**src/hw/rtl/adaptive_cad_threshold_controller_assert.svh**
```systemverilog
// ----------------------------------------------------------------------------
// Assertion macros for the threshold controller
// Implication and next-cycle checks, clocked on clk, quiet while in reset.
// ----------------------------------------------------------------------------
`ifndef ADAPTIVE_CAD_THRESHOLD_CONTROLLER_ASSERT_SVH
`define ADAPTIVE_CAD_THRESHOLD_CONTROLLER_ASSERT_SVH

`ifndef ASSERT_OFF
`define ACTC_ASSERT_IMP(lbl, ante, cons, msg) \
  lbl: assert property (@(posedge clk) disable iff (!rst_n) (ante) |-> (cons)) \
    else $error(msg);
`define ACTC_ASSERT_NXT(lbl, ante, cons, msg) \
  lbl: assert property (@(posedge clk) disable iff (!rst_n) (ante) |=> (cons)) \
    else $error(msg);
`else
`define ACTC_ASSERT_IMP(lbl, ante, cons, msg)
`define ACTC_ASSERT_NXT(lbl, ante, cons, msg)
`endif

`endif

```
**src/hw/rtl/actc_pkg.sv**
```systemverilog
// ----------------------------------------------------------------------------
// actc_pkg
// Shared types, command codes and constants of the threshold controller.
// ----------------------------------------------------------------------------
package actc_pkg;

  localparam int DEF_NUM_LEVELS         = 16;
  localparam int LEVEL_MIN              = -8;
  localparam int STEP_MIN_PROBES        = 32;
  localparam int KNEE_SLOPE_PERMILLE    = 50;
  localparam int PLATEAU_CLEAN_PERMILLE = 50;
  localparam int PATHOLOGICAL_PERMILLE  = 900;
  localparam int SAFETY_MIN_PROBES      = 8;
  localparam int SAT_LIMIT              = 16'hFFF0;
  localparam int RATE_SCALE             = 1000;

  // dividend of a rate: 16-bit count times 1000
  localparam int DVD_W = 26;

  typedef logic signed [7:0]       off_t;
  typedef logic signed [11:0]      wide_t;
  typedef logic [15:0]             cnt_t;
  typedef logic [DVD_W-1:0]        dvd_t;
  typedef logic signed [DVD_W:0]   rate_t;
  typedef logic signed [DVD_W+1:0] rdiff_t;

  typedef struct packed {
    cnt_t probe;
    cnt_t busy;
    cnt_t fp;
    cnt_t tp;
  } entry_t;

  localparam logic [3:0] CMD_CFG   = 4'd0;
  localparam logic [3:0] CMD_PICK  = 4'd1;
  localparam logic [3:0] CMD_REC   = 4'd2;
  localparam logic [3:0] CMD_RES   = 4'd3;
  localparam logic [3:0] CMD_STAIR = 4'd4;
  localparam logic [3:0] CMD_SAFE  = 4'd5;
  localparam logic [3:0] CMD_RELAX = 4'd6;
  localparam logic [3:0] CMD_VBEG  = 4'd7;
  localparam logic [3:0] CMD_VEND  = 4'd8;
  localparam logic [3:0] CMD_CLR   = 4'd9;

  localparam logic [2:0] REG_AUTO  = 3'd0;
  localparam logic [2:0] REG_CAP   = 3'd1;
  localparam logic [2:0] REG_BASE  = 3'd2;
  localparam logic [2:0] REG_PMIN  = 3'd3;
  localparam logic [2:0] REG_PMAX  = 3'd4;
  localparam logic [2:0] REG_SOFF  = 3'd5;
  localparam logic [2:0] REG_SBASE = 3'd6;

  localparam logic [1:0] OUTC_TP = 2'd1;
  localparam logic [1:0] OUTC_FP = 2'd2;

  localparam logic [2:0] AS_LEVEL = 3'd0;
  localparam logic [2:0] AS_OP    = 3'd1;
  localparam logic [2:0] AS_UP    = 3'd2;
  localparam logic [2:0] AS_DN    = 3'd3;
  localparam logic [2:0] AS_SWEEP = 3'd4;

  localparam logic [1:0] WK_HALF = 2'd0;
  localparam logic [1:0] WK_REC  = 2'd1;
  localparam logic [1:0] WK_RES  = 2'd2;

  localparam logic [1:0] SLOT_OP  = 2'd0;
  localparam logic [1:0] SLOT_UP  = 2'd1;
  localparam logic [1:0] SLOT_DN  = 2'd2;
  localparam logic [1:0] SLOT_BDN = 2'd3;

  typedef struct packed {
    logic       take;
    logic       cfg_apply;
    logic       pick;
    logic       relax;
    logic       visit_begin;
    logic       visit_end;
    logic       clear;
    logic       rd_en;
    logic [2:0] rd_sel;
    logic       wr_en;
    logic [1:0] wr_kind;
    logic       sweep_clr;
    logic       sweep_inc;
    logic       mul;
    logic       num_busy;
    logic       div_start;
    logic       rate_store;
    logic [1:0] slot;
    logic       stair_dec;
    logic       safe_dec;
    logic       finish;
  } actc_ctl_t;

  typedef struct packed {
    logic lvl_ok;
    logic op_ok;
    logic safe_ok;
    logic sat;
    logic sweep_last;
    logic div_done;
  } actc_stat_t;

endpackage

```
**src/hw/rtl/actc_divider.sv**
```systemverilog
// ----------------------------------------------------------------------------
// actc_divider
// Restoring divider, one quotient bit per cycle.
// ----------------------------------------------------------------------------
module actc_divider (
  input  logic          clk,
  input  logic          rst_n,
  input  logic          start,
  input  actc_pkg::dvd_t dividend,
  input  actc_pkg::cnt_t divisor,
  output actc_pkg::dvd_t quotient,
  output logic          done
);
  import actc_pkg::*;

  localparam int CW = $clog2(DVD_W);

  dvd_t          quo_r;
  cnt_t          rem_r;
  cnt_t          dvs_r;
  logic [CW-1:0] cnt_r;
  logic          run_r;
  logic          done_r;

  logic [16:0] rem_sh;
  logic [16:0] trial;
  logic        qbit;
  cnt_t        rem_nxt;

  always_comb begin
    rem_sh  = {rem_r, quo_r[DVD_W-1]};
    trial   = rem_sh - {1'b0, dvs_r};
    qbit    = !trial[16];
    rem_nxt = qbit ? trial[15:0] : rem_sh[15:0];
  end

  always_ff @(posedge clk) begin
    if (!rst_n) begin
      run_r  <= 1'b0;
      done_r <= 1'b0;
      cnt_r  <= '0;
    end else begin
      done_r <= 1'b0;
      if (start) begin
        run_r <= 1'b1;
        cnt_r <= '0;
      end else if (run_r) begin
        cnt_r <= cnt_r + CW'(1);
        if (cnt_r == CW'(DVD_W - 1)) begin
          run_r  <= 1'b0;
          done_r <= 1'b1;
        end
      end
    end
  end

  always_ff @(posedge clk) begin
    if (start) begin
      quo_r <= dividend;
      rem_r <= '0;
      dvs_r <= divisor;
    end else if (run_r) begin
      quo_r <= {quo_r[DVD_W-2:0], qbit};
      rem_r <= rem_nxt;
    end
  end

  assign quotient = quo_r;
  assign done     = done_r;

endmodule

```
**src/hw/rtl/actc_datapath.sv**
```systemverilog
// ----------------------------------------------------------------------------
// actc_datapath
// Offsets, configuration, per-level counter memory, rate arithmetic.
// ----------------------------------------------------------------------------
module actc_datapath #(
  parameter int NUM_LEVELS = actc_pkg::DEF_NUM_LEVELS
) (
  input  logic                  clk,
  input  logic                  rst_n,
  input  actc_pkg::actc_ctl_t   ctl,
  output actc_pkg::actc_stat_t  st,
  input  logic                  cfg_we,
  input  logic [2:0]            cfg_index,
  input  logic [7:0]            cfg_wdata,
  input  logic signed [7:0]     in_level,
  input  logic                  in_busy_req,
  input  logic [1:0]            in_outcome,
  input  logic                  in_new_preset,
  output logic                  out_valid,
  output logic signed [7:0]     out_probe_level,
  output logic signed [7:0]     out_effective_offset,
  output logic                  out_stepped
);
  import actc_pkg::*;

  localparam int LW        = $clog2(NUM_LEVELS);
  localparam int LEVEL_MAX = LEVEL_MIN + NUM_LEVELS - 1;

  function automatic wide_t sat8(wide_t v);
    wide_t r;
    r = v;
    if (v < -wide_t'(128)) r = -wide_t'(128);
    if (v > wide_t'(127))  r = wide_t'(127);
    return r;
  endfunction

  function automatic logic idx_ok(wide_t v);
    return (v >= wide_t'(0)) && (v < wide_t'(NUM_LEVELS));
  endfunction

  function automatic wide_t zx8(logic [7:0] v);
    return wide_t'({4'b0000, v});
  endfunction

  // configuration registers
  logic       auto_en_r;
  logic [6:0] cap_pct_r;
  logic [7:0] base_r, pmin_r, pmax_r, sbase_r;
  off_t       soff_r;

  always_ff @(posedge clk) begin
    if (!rst_n) begin
      auto_en_r <= 1'b0;
      cap_pct_r <= '0;
      base_r    <= '0;
      pmin_r    <= '0;
      pmax_r    <= '0;
      soff_r    <= '0;
      sbase_r   <= '0;
    end else if (cfg_we) begin
      unique case (cfg_index)
        REG_AUTO:  auto_en_r <= cfg_wdata[0];
        REG_CAP:   cap_pct_r <= cfg_wdata[6:0];
        REG_BASE:  base_r    <= cfg_wdata;
        REG_PMIN:  pmin_r    <= cfg_wdata;
        REG_PMAX:  pmax_r    <= cfg_wdata;
        REG_SOFF:  soff_r    <= cfg_wdata;
        REG_SBASE: sbase_r   <= cfg_wdata;
        default: ;
      endcase
    end
  end

  // offsets and latched controls
  off_t       op_r, vis_r, probe_r;
  logic       visiting_r, auto_lat_r, stepped_r;
  logic [6:0] cap_lat_r;
  logic [7:0] round_r;
  // probe round modulo the level count, kept alongside the round counter
  logic [LW-1:0] res_r, res_inc;

  off_t       lvl_r;
  logic       busyq_r, fresh_r;
  logic [1:0] outc_r;

  wide_t lmin_w, lmax_w, base_w, op_w, vis_w, lo_w, hi_w;
  wide_t oi, li, cfg_off, cand, pick_lvl, pick_mod_lvl;
  logic [7:0] round_inc;
  logic pick_div;

  // divider hookup
  dvd_t div_quot;
  logic div_done;
  dvd_t div_dvd;
  cnt_t div_dvs;

  always_comb begin
    lmin_w = wide_t'(LEVEL_MIN);
    lmax_w = wide_t'(LEVEL_MAX);
    base_w = zx8(base_r);
    op_w   = wide_t'(op_r);
    vis_w  = wide_t'(vis_r);

    lo_w = lmin_w;
    if (base_r != '0 && pmin_r != '0 && (base_w + lmin_w < zx8(pmin_r)))
      lo_w = sat8(zx8(pmin_r) - base_w);
    hi_w = lmax_w;
    if (base_r != '0 && pmax_r != '0 && (zx8(pmax_r) - base_w < lmax_w))
      hi_w = sat8(zx8(pmax_r) - base_w);

    // re-anchor the stored offset, then clamp; hi wins on an inverted window
    cfg_off = wide_t'(soff_r);
    if (sbase_r != '0 && base_r != '0 && sbase_r != base_r)
      cfg_off = sat8(cfg_off + zx8(sbase_r) - base_w);
    if (cfg_off < lo_w) cfg_off = lo_w;
    if (cfg_off > hi_w) cfg_off = hi_w;

    oi = op_w - lmin_w;
    li = wide_t'(lvl_r) - lmin_w;

    round_inc = round_r + 8'd1;
    // wrap the residue at the level count, and with the round counter
    res_inc = res_r + LW'(1);
    if (res_r == LW'(NUM_LEVELS - 1) || round_inc == 8'd0) res_inc = '0;
    case (round_inc[1:0])
      2'd1:    cand = op_w - wide_t'(1);
      2'd3:    cand = op_w + wide_t'(1);
      default: cand = op_w;
    endcase
    if (cand < lo_w || cand > hi_w) cand = op_w;
    pick_div = !auto_lat_r && op_w >= lmin_w && op_w <= lmax_w;
    pick_lvl = auto_lat_r ? cand : op_w;
    pick_mod_lvl = lmin_w + wide_t'({1'b0, res_inc});
  end

  // counter memory with per-entry valid bits; an invalid entry reads as zero
  entry_t            mem [NUM_LEVELS];
  logic [NUM_LEVELS-1:0] vld_r;
  entry_t            rdq_r;
  logic              rdv_r, rd_ok_r;
  logic [LW-1:0]     sw_r;

  wide_t         rd_idx;
  logic [LW-1:0] rd_addr, wr_addr;
  logic          rd_ok;
  entry_t        ent, wr_data;

  always_comb begin
    case (ctl.rd_sel)
      AS_LEVEL: rd_idx = li;
      AS_OP:    rd_idx = oi;
      AS_UP:    rd_idx = oi + wide_t'(1);
      AS_DN:    rd_idx = oi - wide_t'(1);
      default:  rd_idx = wide_t'({1'b0, sw_r});
    endcase
    rd_addr = rd_idx[LW-1:0];
    rd_ok   = idx_ok(rd_idx);
    ent     = rdv_r ? rdq_r : '0;
    wr_addr = (ctl.wr_kind == WK_HALF) ? sw_r : li[LW-1:0];

    wr_data = ent;
    case (ctl.wr_kind)
      WK_HALF: begin
        wr_data.probe = ent.probe >> 1;
        wr_data.busy  = ent.busy >> 1;
        wr_data.fp    = ent.fp >> 1;
        wr_data.tp    = ent.tp >> 1;
      end
      WK_REC: begin
        wr_data.probe = ent.probe + cnt_t'(1);
        wr_data.busy  = ent.busy + cnt_t'(busyq_r);
      end
      default: begin
        if (outc_r == OUTC_TP) begin
          if (ent.tp != '1) wr_data.tp = ent.tp + cnt_t'(1);
        end else if (outc_r == OUTC_FP) begin
          if (ent.fp != '1) wr_data.fp = ent.fp + cnt_t'(1);
        end else begin
          if (ent.probe != '0) wr_data.probe = ent.probe - cnt_t'(1);
          if (ent.busy != '0)  wr_data.busy  = ent.busy - cnt_t'(1);
        end
      end
    endcase
  end

  always_ff @(posedge clk) begin
    if (ctl.rd_en) rdq_r <= mem[rd_addr];
    if (ctl.wr_en) mem[wr_addr] <= wr_data;
  end

  always_ff @(posedge clk) begin
    if (!rst_n) begin
      vld_r   <= '0;
      rdv_r   <= 1'b0;
      rd_ok_r <= 1'b0;
      sw_r    <= '0;
    end else begin
      if (ctl.rd_en) begin
        rdv_r   <= rd_ok && vld_r[rd_addr];
        rd_ok_r <= rd_ok;
      end
      if (ctl.clear)
        vld_r <= '0;
      else if (ctl.wr_en)
        vld_r[wr_addr] <= 1'b1;
      if (ctl.sweep_clr)
        sw_r <= '0;
      else if (ctl.sweep_inc)
        sw_r <= sw_r + LW'(1);
    end
  end

  // rate: count times 1000, registered, then divided by the probe count
  dvd_t  prod_r;
  cnt_t  dvs_r, nprb_r;
  logic  slot_ok_r;
  rate_t r_op_r, r_up_r, r_dn_r, b_dn_r;
  dvd_t  bop_r;
  cnt_t  num;

  always_comb begin
    num     = ctl.num_busy ? ent.busy : ent.fp;
    div_dvd = prod_r;
    div_dvs = dvs_r;
  end

  always_ff @(posedge clk) begin
    if (ctl.mul) begin
      prod_r    <= dvd_t'(num) * dvd_t'(RATE_SCALE);
      dvs_r     <= ent.probe;
      nprb_r    <= ent.probe;
      slot_ok_r <= rd_ok_r && ent.probe >= cnt_t'(STEP_MIN_PROBES);
    end
    if (ctl.rate_store) begin
      bop_r <= div_quot;
      case (ctl.slot)
        SLOT_OP: r_op_r <= slot_ok_r ? $signed({1'b0, div_quot}) : -rate_t'(1);
        SLOT_UP: r_up_r <= slot_ok_r ? $signed({1'b0, div_quot}) : -rate_t'(1);
        SLOT_DN: r_dn_r <= slot_ok_r ? $signed({1'b0, div_quot}) : -rate_t'(1);
        default: b_dn_r <= slot_ok_r ? $signed({1'b0, div_quot}) : -rate_t'(1);
      endcase
    end
  end

  actc_divider u_div (
    .clk       (clk),
    .rst_n     (rst_n),
    .start     (ctl.div_start),
    .dividend  (div_dvd),
    .divisor   (div_dvs),
    .quotient  (div_quot),
    .done      (div_done)
  );

  // step decisions
  rdiff_t d_up, d_dn;
  rate_t  busy_lim;
  dvd_t   cap10;
  logic   stair_ok, up_mv, dn_mv, busy_ok, path, over, safe_mv, relax_mv;

  always_comb begin
    d_up     = rdiff_t'(r_op_r) - rdiff_t'(r_up_r);
    d_dn     = rdiff_t'(r_dn_r) - rdiff_t'(r_op_r);
    // cap - cap/5 with cap = 10 * pct is exactly 8 * pct
    busy_lim = $signed({{(DVD_W - 9){1'b0}}, cap_lat_r, 3'b000});
    busy_ok  = (cap_lat_r == '0) || (b_dn_r <= busy_lim);
    stair_ok = r_op_r >= rate_t'(0);
    up_mv    = op_w < hi_w && r_up_r >= rate_t'(0) &&
               d_up >= rdiff_t'(KNEE_SLOPE_PERMILLE);
    dn_mv    = op_w > lo_w && r_dn_r >= rate_t'(0) &&
               d_dn < rdiff_t'(KNEE_SLOPE_PERMILLE) &&
               r_op_r <= rate_t'(PLATEAU_CLEAN_PERMILLE) && busy_ok;
    cap10    = dvd_t'({cap_lat_r, 3'b000}) + dvd_t'({cap_lat_r, 1'b0});
    path     = nprb_r >= cnt_t'(SAFETY_MIN_PROBES) &&
               bop_r >= dvd_t'(PATHOLOGICAL_PERMILLE);
    over     = cap_lat_r != '0 && nprb_r >= cnt_t'(STEP_MIN_PROBES) && bop_r > cap10;
    safe_mv  = path || over;
    relax_mv = visiting_r ? (vis_w < hi_w) : (op_w < hi_w);
  end

  always_ff @(posedge clk) begin
    if (ctl.take) begin
      lvl_r   <= in_level;
      busyq_r <= in_busy_req;
      outc_r  <= in_outcome;
      fresh_r <= in_new_preset;
    end
  end

  logic out_valid_r, out_stepped_r;
  off_t out_probe_r, out_eff_r;

  always_ff @(posedge clk) begin
    if (!rst_n) begin
      op_r        <= '0;
      vis_r       <= '0;
      visiting_r  <= 1'b0;
      round_r     <= '0;
      res_r       <= '0;
      auto_lat_r  <= 1'b0;
      cap_lat_r   <= '0;
      stepped_r   <= 1'b0;
      probe_r     <= '0;
      out_valid_r <= 1'b0;
    end else begin
      out_valid_r <= ctl.finish;
      if (ctl.take) begin
        stepped_r <= 1'b0;
        probe_r   <= '0;
      end
      if (ctl.cfg_apply) begin
        op_r       <= cfg_off[7:0];
        auto_lat_r <= auto_en_r;
        cap_lat_r  <= cap_pct_r;
      end
      if (ctl.pick) begin
        round_r <= round_inc;
        res_r   <= res_inc;
        probe_r <= pick_div ? pick_mod_lvl[7:0] : pick_lvl[7:0];
      end
      if (ctl.relax && relax_mv) begin
        if (visiting_r) vis_r <= vis_r + off_t'(1);
        else            op_r  <= op_r + off_t'(1);
        stepped_r <= 1'b1;
      end
      if (ctl.stair_dec && stair_ok) begin
        if (up_mv) begin
          op_r      <= op_r + off_t'(1);
          stepped_r <= 1'b1;
        end else if (dn_mv) begin
          op_r      <= op_r - off_t'(1);
          stepped_r <= 1'b1;
        end
      end
      if (ctl.safe_dec && safe_mv) begin
        op_r      <= op_r + off_t'(1);
        stepped_r <= 1'b1;
      end
      if (ctl.visit_begin) begin
        vis_r      <= fresh_r ? off_t'(0) : op_r;
        visiting_r <= 1'b1;
      end
      if (ctl.visit_end) visiting_r <= 1'b0;
      if (ctl.clear) begin
        round_r <= '0;
        res_r   <= '0;
      end
    end
  end

  always_ff @(posedge clk) begin
    if (ctl.finish) begin
      out_probe_r   <= probe_r;
      out_eff_r     <= visiting_r ? vis_r : op_r;
      out_stepped_r <= stepped_r;
    end
  end

  always_comb begin
    st.lvl_ok     = idx_ok(li);
    st.op_ok      = idx_ok(oi);
    st.safe_ok    = idx_ok(oi) && op_w < hi_w;
    st.sat        = ent.probe >= cnt_t'(SAT_LIMIT);
    st.sweep_last = sw_r == LW'(NUM_LEVELS - 1);
    st.div_done   = div_done;
  end

  assign out_valid            = out_valid_r;
  assign out_probe_level      = out_probe_r;
  assign out_effective_offset = out_eff_r;
  assign out_stepped          = out_stepped_r;

endmodule

```
**src/hw/rtl/actc_controller.sv**
```systemverilog
// ----------------------------------------------------------------------------
// actc_controller
// Command sequencer: memory reads and writes, rate divisions, decisions.
// ----------------------------------------------------------------------------
module actc_controller (
  input  logic                 clk,
  input  logic                 rst_n,
  input  logic                 start,
  input  logic [3:0]           cmd,
  input  actc_pkg::actc_stat_t st,
  output actc_pkg::actc_ctl_t  ctl,
  output logic                 busy
);
  import actc_pkg::*;

  localparam logic [3:0] S_IDLE      = 4'd0;
  localparam logic [3:0] S_EXEC      = 4'd1;
  localparam logic [3:0] S_REC_RD    = 4'd3;
  localparam logic [3:0] S_REC_CHK   = 4'd4;
  localparam logic [3:0] S_HALF_RD   = 4'd5;
  localparam logic [3:0] S_HALF_WR   = 4'd6;
  localparam logic [3:0] S_RES_WR    = 4'd7;
  localparam logic [3:0] S_RT_RD     = 4'd8;
  localparam logic [3:0] S_RT_MUL    = 4'd9;
  localparam logic [3:0] S_RT_GO     = 4'd10;
  localparam logic [3:0] S_RT_DIV    = 4'd11;
  localparam logic [3:0] S_STAIR_DEC = 4'd12;
  localparam logic [3:0] S_SAFE_DEC  = 4'd13;
  localparam logic [3:0] S_DONE      = 4'd14;

  logic [3:0] state_r, state_nxt;
  logic [3:0] cmd_r, cmd_nxt;
  logic [1:0] slot_r, slot_nxt;

  always_comb begin
    state_nxt = state_r;
    cmd_nxt   = cmd_r;
    slot_nxt  = slot_r;
    ctl       = '0;
    unique case (state_r)
      S_IDLE: begin
        if (start) begin
          ctl.take  = 1'b1;
          cmd_nxt   = cmd;
          state_nxt = S_EXEC;
        end
      end
      S_EXEC: begin
        state_nxt = S_DONE;
        unique case (cmd_r)
          CMD_CFG:   ctl.cfg_apply = 1'b1;
          CMD_PICK:  ctl.pick      = 1'b1;
          CMD_REC: begin
            if (st.lvl_ok) begin
              ctl.rd_en  = 1'b1;
              ctl.rd_sel = AS_LEVEL;
              state_nxt  = S_REC_CHK;
            end
          end
          CMD_RES: begin
            if (st.lvl_ok) begin
              ctl.rd_en  = 1'b1;
              ctl.rd_sel = AS_LEVEL;
              state_nxt  = S_RES_WR;
            end
          end
          CMD_STAIR: begin
            if (st.op_ok) begin
              slot_nxt  = SLOT_OP;
              state_nxt = S_RT_RD;
            end
          end
          CMD_SAFE: begin
            if (st.safe_ok) begin
              slot_nxt  = SLOT_OP;
              state_nxt = S_RT_RD;
            end
          end
          CMD_RELAX: ctl.relax       = 1'b1;
          CMD_VBEG:  ctl.visit_begin = 1'b1;
          CMD_VEND:  ctl.visit_end   = 1'b1;
          CMD_CLR:   ctl.clear       = 1'b1;
          default: ;
        endcase
      end
      S_REC_RD: begin
        ctl.rd_en  = 1'b1;
        ctl.rd_sel = AS_LEVEL;
        state_nxt  = S_REC_CHK;
      end
      S_REC_CHK: begin
        if (st.sat) begin
          // halve every level before counting this probe
          ctl.sweep_clr = 1'b1;
          state_nxt     = S_HALF_RD;
        end else begin
          ctl.wr_en   = 1'b1;
          ctl.wr_kind = WK_REC;
          state_nxt   = S_DONE;
        end
      end
      S_HALF_RD: begin
        ctl.rd_en  = 1'b1;
        ctl.rd_sel = AS_SWEEP;
        state_nxt  = S_HALF_WR;
      end
      S_HALF_WR: begin
        ctl.wr_en     = 1'b1;
        ctl.wr_kind   = WK_HALF;
        ctl.sweep_inc = 1'b1;
        state_nxt     = st.sweep_last ? S_REC_RD : S_HALF_RD;
      end
      S_RES_WR: begin
        ctl.wr_en   = 1'b1;
        ctl.wr_kind = WK_RES;
        state_nxt   = S_DONE;
      end
      S_RT_RD: begin
        ctl.rd_en = 1'b1;
        unique case (slot_r)
          SLOT_OP: ctl.rd_sel = AS_OP;
          SLOT_UP: ctl.rd_sel = AS_UP;
          default: ctl.rd_sel = AS_DN;
        endcase
        state_nxt = S_RT_MUL;
      end
      S_RT_MUL: begin
        ctl.mul      = 1'b1;
        ctl.num_busy = (slot_r == SLOT_BDN) || (cmd_r == CMD_SAFE);
        state_nxt    = S_RT_GO;
      end
      S_RT_GO: begin
        ctl.div_start = 1'b1;
        state_nxt     = S_RT_DIV;
      end
      S_RT_DIV: begin
        if (st.div_done) begin
          ctl.rate_store = 1'b1;
          ctl.slot       = slot_r;
          if (cmd_r == CMD_SAFE) begin
            state_nxt = S_SAFE_DEC;
          end else if (slot_r == SLOT_BDN) begin
            state_nxt = S_STAIR_DEC;
          end else begin
            slot_nxt  = slot_r + 2'd1;
            state_nxt = S_RT_RD;
          end
        end
      end
      S_STAIR_DEC: begin
        ctl.stair_dec = 1'b1;
        state_nxt     = S_DONE;
      end
      S_SAFE_DEC: begin
        ctl.safe_dec = 1'b1;
        state_nxt    = S_DONE;
      end
      S_DONE: begin
        ctl.finish = 1'b1;
        state_nxt  = S_IDLE;
      end
      default: state_nxt = S_IDLE;
    endcase
  end

  always_ff @(posedge clk) begin
    if (!rst_n) begin
      state_r <= S_IDLE;
      cmd_r   <= CMD_CFG;
      slot_r  <= SLOT_OP;
    end else begin
      state_r <= state_nxt;
      cmd_r   <= cmd_nxt;
      slot_r  <= slot_nxt;
    end
  end

  assign busy = state_r != S_IDLE;

endmodule

```
**src/hw/rtl/adaptive_cad_threshold_controller.sv**
```systemverilog
// ----------------------------------------------------------------------------
// adaptive_cad_threshold_controller
// Adapts the detection threshold offset from per-level probe statistics.
// ----------------------------------------------------------------------------
// Usage: raise start with in_cmd and its operands while busy is low; the
// command is taken on that edge and busy rises the next cycle. Exactly one
// result per command appears on out_probe_level, out_effective_offset and
// out_stepped for a single cycle, flagged by out_valid; the receiver takes
// it then and cannot hold it off. out_valid comes in the cycle busy falls,
// so a new command may start in that same cycle.
// Record and resolve read and then write the counter memory; record first
// halves the whole counter table when the read entry has saturated. Each
// rate takes one read of the counter memory, a registered multiply and a
// restoring division of the 26-bit dividend; a safety step needs one such
// rate and the staircase needs four. The sweep pick keeps its own round
// residue, so it needs no division.
// Configuration writes on cfg_we land at once; the level window uses them at
// once, the offset, auto enable and cap from the next configure command. Reset
// clears all counters (per-level valid bits), offsets and latched controls.
// ----------------------------------------------------------------------------
`include "adaptive_cad_threshold_controller_assert.svh"

module adaptive_cad_threshold_controller #(
  parameter int NUM_LEVELS = actc_pkg::DEF_NUM_LEVELS
) (
  input  logic              clk,
  input  logic              rst_n,
  input  logic              start,
  output logic              busy,
  input  logic [3:0]        in_cmd,
  input  logic signed [7:0] in_level,
  input  logic              in_busy_req,
  input  logic [1:0]        in_outcome,
  input  logic              in_new_preset,
  output logic              out_valid,
  output logic signed [7:0] out_probe_level,
  output logic signed [7:0] out_effective_offset,
  output logic              out_stepped,
  input  logic              cfg_we,
  input  logic [2:0]        cfg_index,
  input  logic [7:0]        cfg_wdata
);
  import actc_pkg::*;

  actc_ctl_t  ctl;
  actc_stat_t st;

  actc_controller u_ctrl (
    .clk   (clk),
    .rst_n (rst_n),
    .start (start),
    .cmd   (in_cmd),
    .st    (st),
    .ctl   (ctl),
    .busy  (busy)
  );

  actc_datapath #(
    .NUM_LEVELS (NUM_LEVELS)
  ) u_dp (
    .clk                  (clk),
    .rst_n                (rst_n),
    .ctl                  (ctl),
    .st                   (st),
    .cfg_we               (cfg_we),
    .cfg_index            (cfg_index),
    .cfg_wdata            (cfg_wdata),
    .in_level             (in_level),
    .in_busy_req          (in_busy_req),
    .in_outcome           (in_outcome),
    .in_new_preset        (in_new_preset),
    .out_valid            (out_valid),
    .out_probe_level      (out_probe_level),
    .out_effective_offset (out_effective_offset),
    .out_stepped          (out_stepped)
  );

  `ACTC_ASSERT_NXT(a_accept_busy, start && !busy, busy, "accepted transfer did not raise busy")
  `ACTC_ASSERT_IMP(a_result_idle, out_valid, !busy, "result shown while a command is running")
  `ACTC_ASSERT_NXT(a_result_once, out_valid, !out_valid, "result repeated")
  `ACTC_ASSERT_IMP(a_step_no_probe, out_valid && out_stepped, out_probe_level == 8'sd0,
                   "step result carries a probe level")

endmodule
```
**config.mk**
```make
export PLATFORM = sky130hd
export DESIGN_NAME = adaptive_cad_threshold_controller
export DESIGN_NICKNAME = d
export VERILOG_FILES = /design/src/hw/rtl/actc_pkg.sv /design/src/hw/rtl/actc_divider.sv /design/src/hw/rtl/actc_datapath.sv /design/src/hw/rtl/actc_controller.sv /design/src/hw/rtl/adaptive_cad_threshold_controller.sv
export VERILOG_INCLUDE_DIRS = /design/src /design/src/hw/rtl
export SDC_FILE = /design/constraint.sdc
export NUM_CORES = 2
export LEC_CHECK = 0
export ABC_CLOCK_PERIOD_IN_PS = 9700
export BUFFER_PORTS_ARGS = -buffer_cell sky130_fd_sc_hd__buf_2
export CAP_MARGIN = 25
export CORE_MARGIN = 5
export CORE_UTILIZATION = 30
export CTS_CLUSTER_DIAMETER = 100
export DETAILED_ROUTE_END_ITERATION = 16
export PLACE_DENSITY_LB_ADDON = 0.3
export SKIP_LAST_GASP = 1
export SLEW_MARGIN = 30
export SYNTH_ARGS = -nofsm -noshare
export SYNTH_HDL_FRONTEND = slang
export SYNTH_HIERARCHICAL = 1
export SYNTH_SLANG_ARGS = --single-unit
```
**constraint.sdc**
```tcl
create_clock -name clk -period 9.7 [get_ports clk]
set_input_delay 0.485 -clock clk [delete_from_list [all_inputs] [get_ports clk]]
set_output_delay 0.485 -clock clk [all_outputs]
set_load 0.01 [all_outputs]
```
==> results.toml <==
[outcome]
outcome = "completed"

[floorplanning]
core_um2 = 205000
pin_count = 50
dieHeight_um = 464
floorplan.rows = 166
start_util = 0.302
die_w_um = 464
die_area_um2 = 215000

[logic_synthesis]
synth_top_cells_by_count = "edfxtp_1 (1061), nand2_1 (544), ha_1 (287), nor2_1 (282), a21oi_1 (273)"
synth_ff_type = "edfxtp_1"
synth-compound-area-share = 0.121
ys_types = 100
post-synth-top-count-cell = "edfxtp_1"
synth_top_family_by_area = "compound AO/OA/AOI/OAI gates"
synth-xor-area-share = 0.0220
yosys_warnings = 6
synthArstFlopShare = 0
yosysTopAreaCell = "edfxtp_1"
yosys.area_share.simple = 0.113
ys_ff_latch = 1211
synth_top_area_frac = 0.516
syn_inst = 5148
synthAdderAreaFrac = 0.0811
synthMuxAreaShare = 0.0670
syn_area_um2 = 61800
yosysSeqAreaShare = 0.564
synth.area.top_cells = "edfxtp_1 (52%), ha_1 (5.8%), dfxtp_1 (4.9%), mux2i_1 (4.1%), nand2_1 (3.3%)"
synth_area_per_cell_um2 = 12.0
synth-edff-count = 1061

[worst_hold_path]
holdPathStages = 3
holdPathEnd = "u_dp/soff_r[3]"
hold_start = "cfg_wdata[3]"
worstHoldPathType = "input pin to flop"

[sta]
setup_viol_count_final = 0
worstMarginPinSlew_ns = 1.02
hold_viol_final = 0
setup_tns_ns = 0
period_share = 0.846
rsz0062_at_grt = "no"
slew_headroom = 0.318
final_max_slew_viol_count = 0
clock.fmax_mhz = 122
fin_crit_ns = 8.20
finClkSkew_ns = 0.0500

[grt]
grt_max_degree = 107
antenna_found_initial = 6
grt_overflow_total = 0
grt.total_usage = 0.149
grt_pass1_vias = 40000
grt_pass1_wl_um = 250000

[clocking]
clock_sinks = 1211
htreeDepth = 4
tritoncts = "built"
ctsRootBufferMaster = "clkbuf_16"
post_cts_resized = 0
clk_pin_slew_ns = 0.06
ctsLongestPathBuffers = 3
clkLatencyLatePin_ns = 0.79
numCtsBuffers = 134

[layout]
stdcell_count = 7987
nFillCells = 20100
final_net_count = 5579
drive_gt1_frac = 0.0997
area_delta_synth_final_pct = 13.6

[route]
post_drt_wl_per_cell_um = 20.6
vias = 41200
wl_met2_um = 76900
m1WireLength_um = 76600
drt_wl_total_um = 165000
top_layer = "met4"
drc = 0
antenna_left = 0
drt_iter0_markers = 3388
dr.pass1.iters = 6
viasPerCell = 5.16
met3_length_um = 7910

[setup_path]
cp_top_family = "compound AO/OA/AOI/OAI gates"
crit_buf_inv = 2
slowest_delay_ns = 0.56
critPathMaxFanout = 13
r2r-start = "u_dp/base_r[1]"
startpoint_type = "flop"
r2r_slack_ns = 1.50
r2r_end = "u_dp/op_r[1]"
slowest_stage = "fa_1"
critPathMostFrequentCell = "o21a_1"
cp.required_ns = 10.36
path_class = "flop to flop"
r2r_cells = 34
cp-end-kind = "flop"
cp.arrival_ns = 8.87

[power_and_ir_drop]
finalPower_uw = 15600
leakagePower_uw = 0.0248
ir_worst_vdd_v = 0.000191
p_per_area_nw_per_um2 = 222

[placement]
dp.cells = 7725
dpl.hpwl_um = 103000
gp_congestion = 0.861
io_buffers = 49

[job]
cap_violations = 0
tightest hold or removal path: stages:
cell and delay (ns):
buf_2 0.18, nand2_1 0.08, a21oi_1 0.05
registers in the layout, summed over array words and instances, names as in the netlist, 23 cells and up:
register	flops
u_dp/r_up_r	27
u_dp/r_op_r	27
u_dp/rdq_r	48
u_dp/u_div/quotient	26
u_dp/div_dvd	23
u_dp/r_dn_r	27
u_dp/mem	768
u_dp/bop_r	26
u_dp/b_dn_r	27
repair_timing:
action,CTS,global route
hold buffers,14,0
buffers inserted,0,0
endpoints found under the hold margin,19,0
metrics by stage:
step                      setup WS, ns  utilization  instance area [µm²]  hold slack, ns
after global placement            1.71        0.319                65400           0.409
after global routing             0.969        0.343                70200          0.0292
after detailed placement          1.65        0.320                65600           0.411
final                             1.50        0.343                70200          0.0733
after floorplan                   2.61            -                61800           0.400
after CTS                         1.60        0.342                70100         0.00138
how the worst max path moves through the flow:
stage	startpoint	endpoint	slack [ns]	cells past startpoint
2_1_floorplan	u_dp/base_r[1]	u_dp/op_r[1]	2.61	34
3_3_place_gp	u_dp/base_r[1]	u_dp/op_r[1]	1.71	34
3_5_place_dp	u_dp/base_r[1]	u_dp/op_r[1]	1.65	34
4_1_cts	u_dp/base_r[1]	u_dp/op_r[1]	1.60	34
5_1_grt	u_dp/base_r[1]	u_dp/op_r[1]	0.97	34
6_report	u_dp/base_r[1]	u_dp/op_r[1]	1.50	34
placed cells by master (no fill, tap or decap), types with 48 or more instances in the layout:
master / count
nor3_1: 65
buf_4: 81
a211oi_1: 195
xor2_1: 49
buf_2: 49
nor2_1: 265
a21oi_1: 256
a31oi_1: 87
ha_1: 287
xnor2_1: 103
nand4_1: 49
edfxtp_1: 1061
nor2b_1: 52
clkbuf_16: 135
mux4_2: 48
fa_1: 71
nand3_1: 91
inv_1: 242
and2_1: 110
dfxtp_1: 149
o21ai_0: 173
nand2_1: 544
a21o_1: 51
a311oi_1: 54
nand2b_1: 75
mux2i_1: 253
kinds of logic after synthesis:
kind of cell / after synthesis
buf+inv: 497
flops: 1211
fa+ha+maj: 358
other cells: 1
compound gates: 1123
simple gates: 1457
mux: 348
xor+xnor: 153
power by group:
| part | switching, µW | internal (µW) | total (µW) |
|---|---|---|---|
| combinational | 2580 | 1600 | 4180 |
| clock | 2210 | 2860 | 5070 |
| sequential | 324 | 6050 | 6370 |
per-layer routing:
layer / track usage / vias up
li1: - / 19400
met5: 0 / -
met2: 0.242 / 991
met4: 0.0360 / 0
met1: 0.209 / 20600
met3: 0.0226 / 228
cell type report:
| type | count | area, µm² | share of cell area |
|---|---|---|---|
| Multi-Input combinational cell | 3442 | 25400 | 0.362 |
| Clock inverter | 77 | 892 | 0.0127 |
| Timing Repair Buffer | 155 | 1230 | 0.0175 |
| Clock buffer | 166 | 3540 | 0.0504 |
| Sequential cell | 1211 | 34900 | 0.497 |
| Inverter | 246 | 925 | 0.0132 |
| Antenna cell | 2 | 5.00 | 0.0000713 |
| Tap cell | 2688 | 3360 | 0.0479 |
No activity file was read; power rests on OpenSTA's default activity.
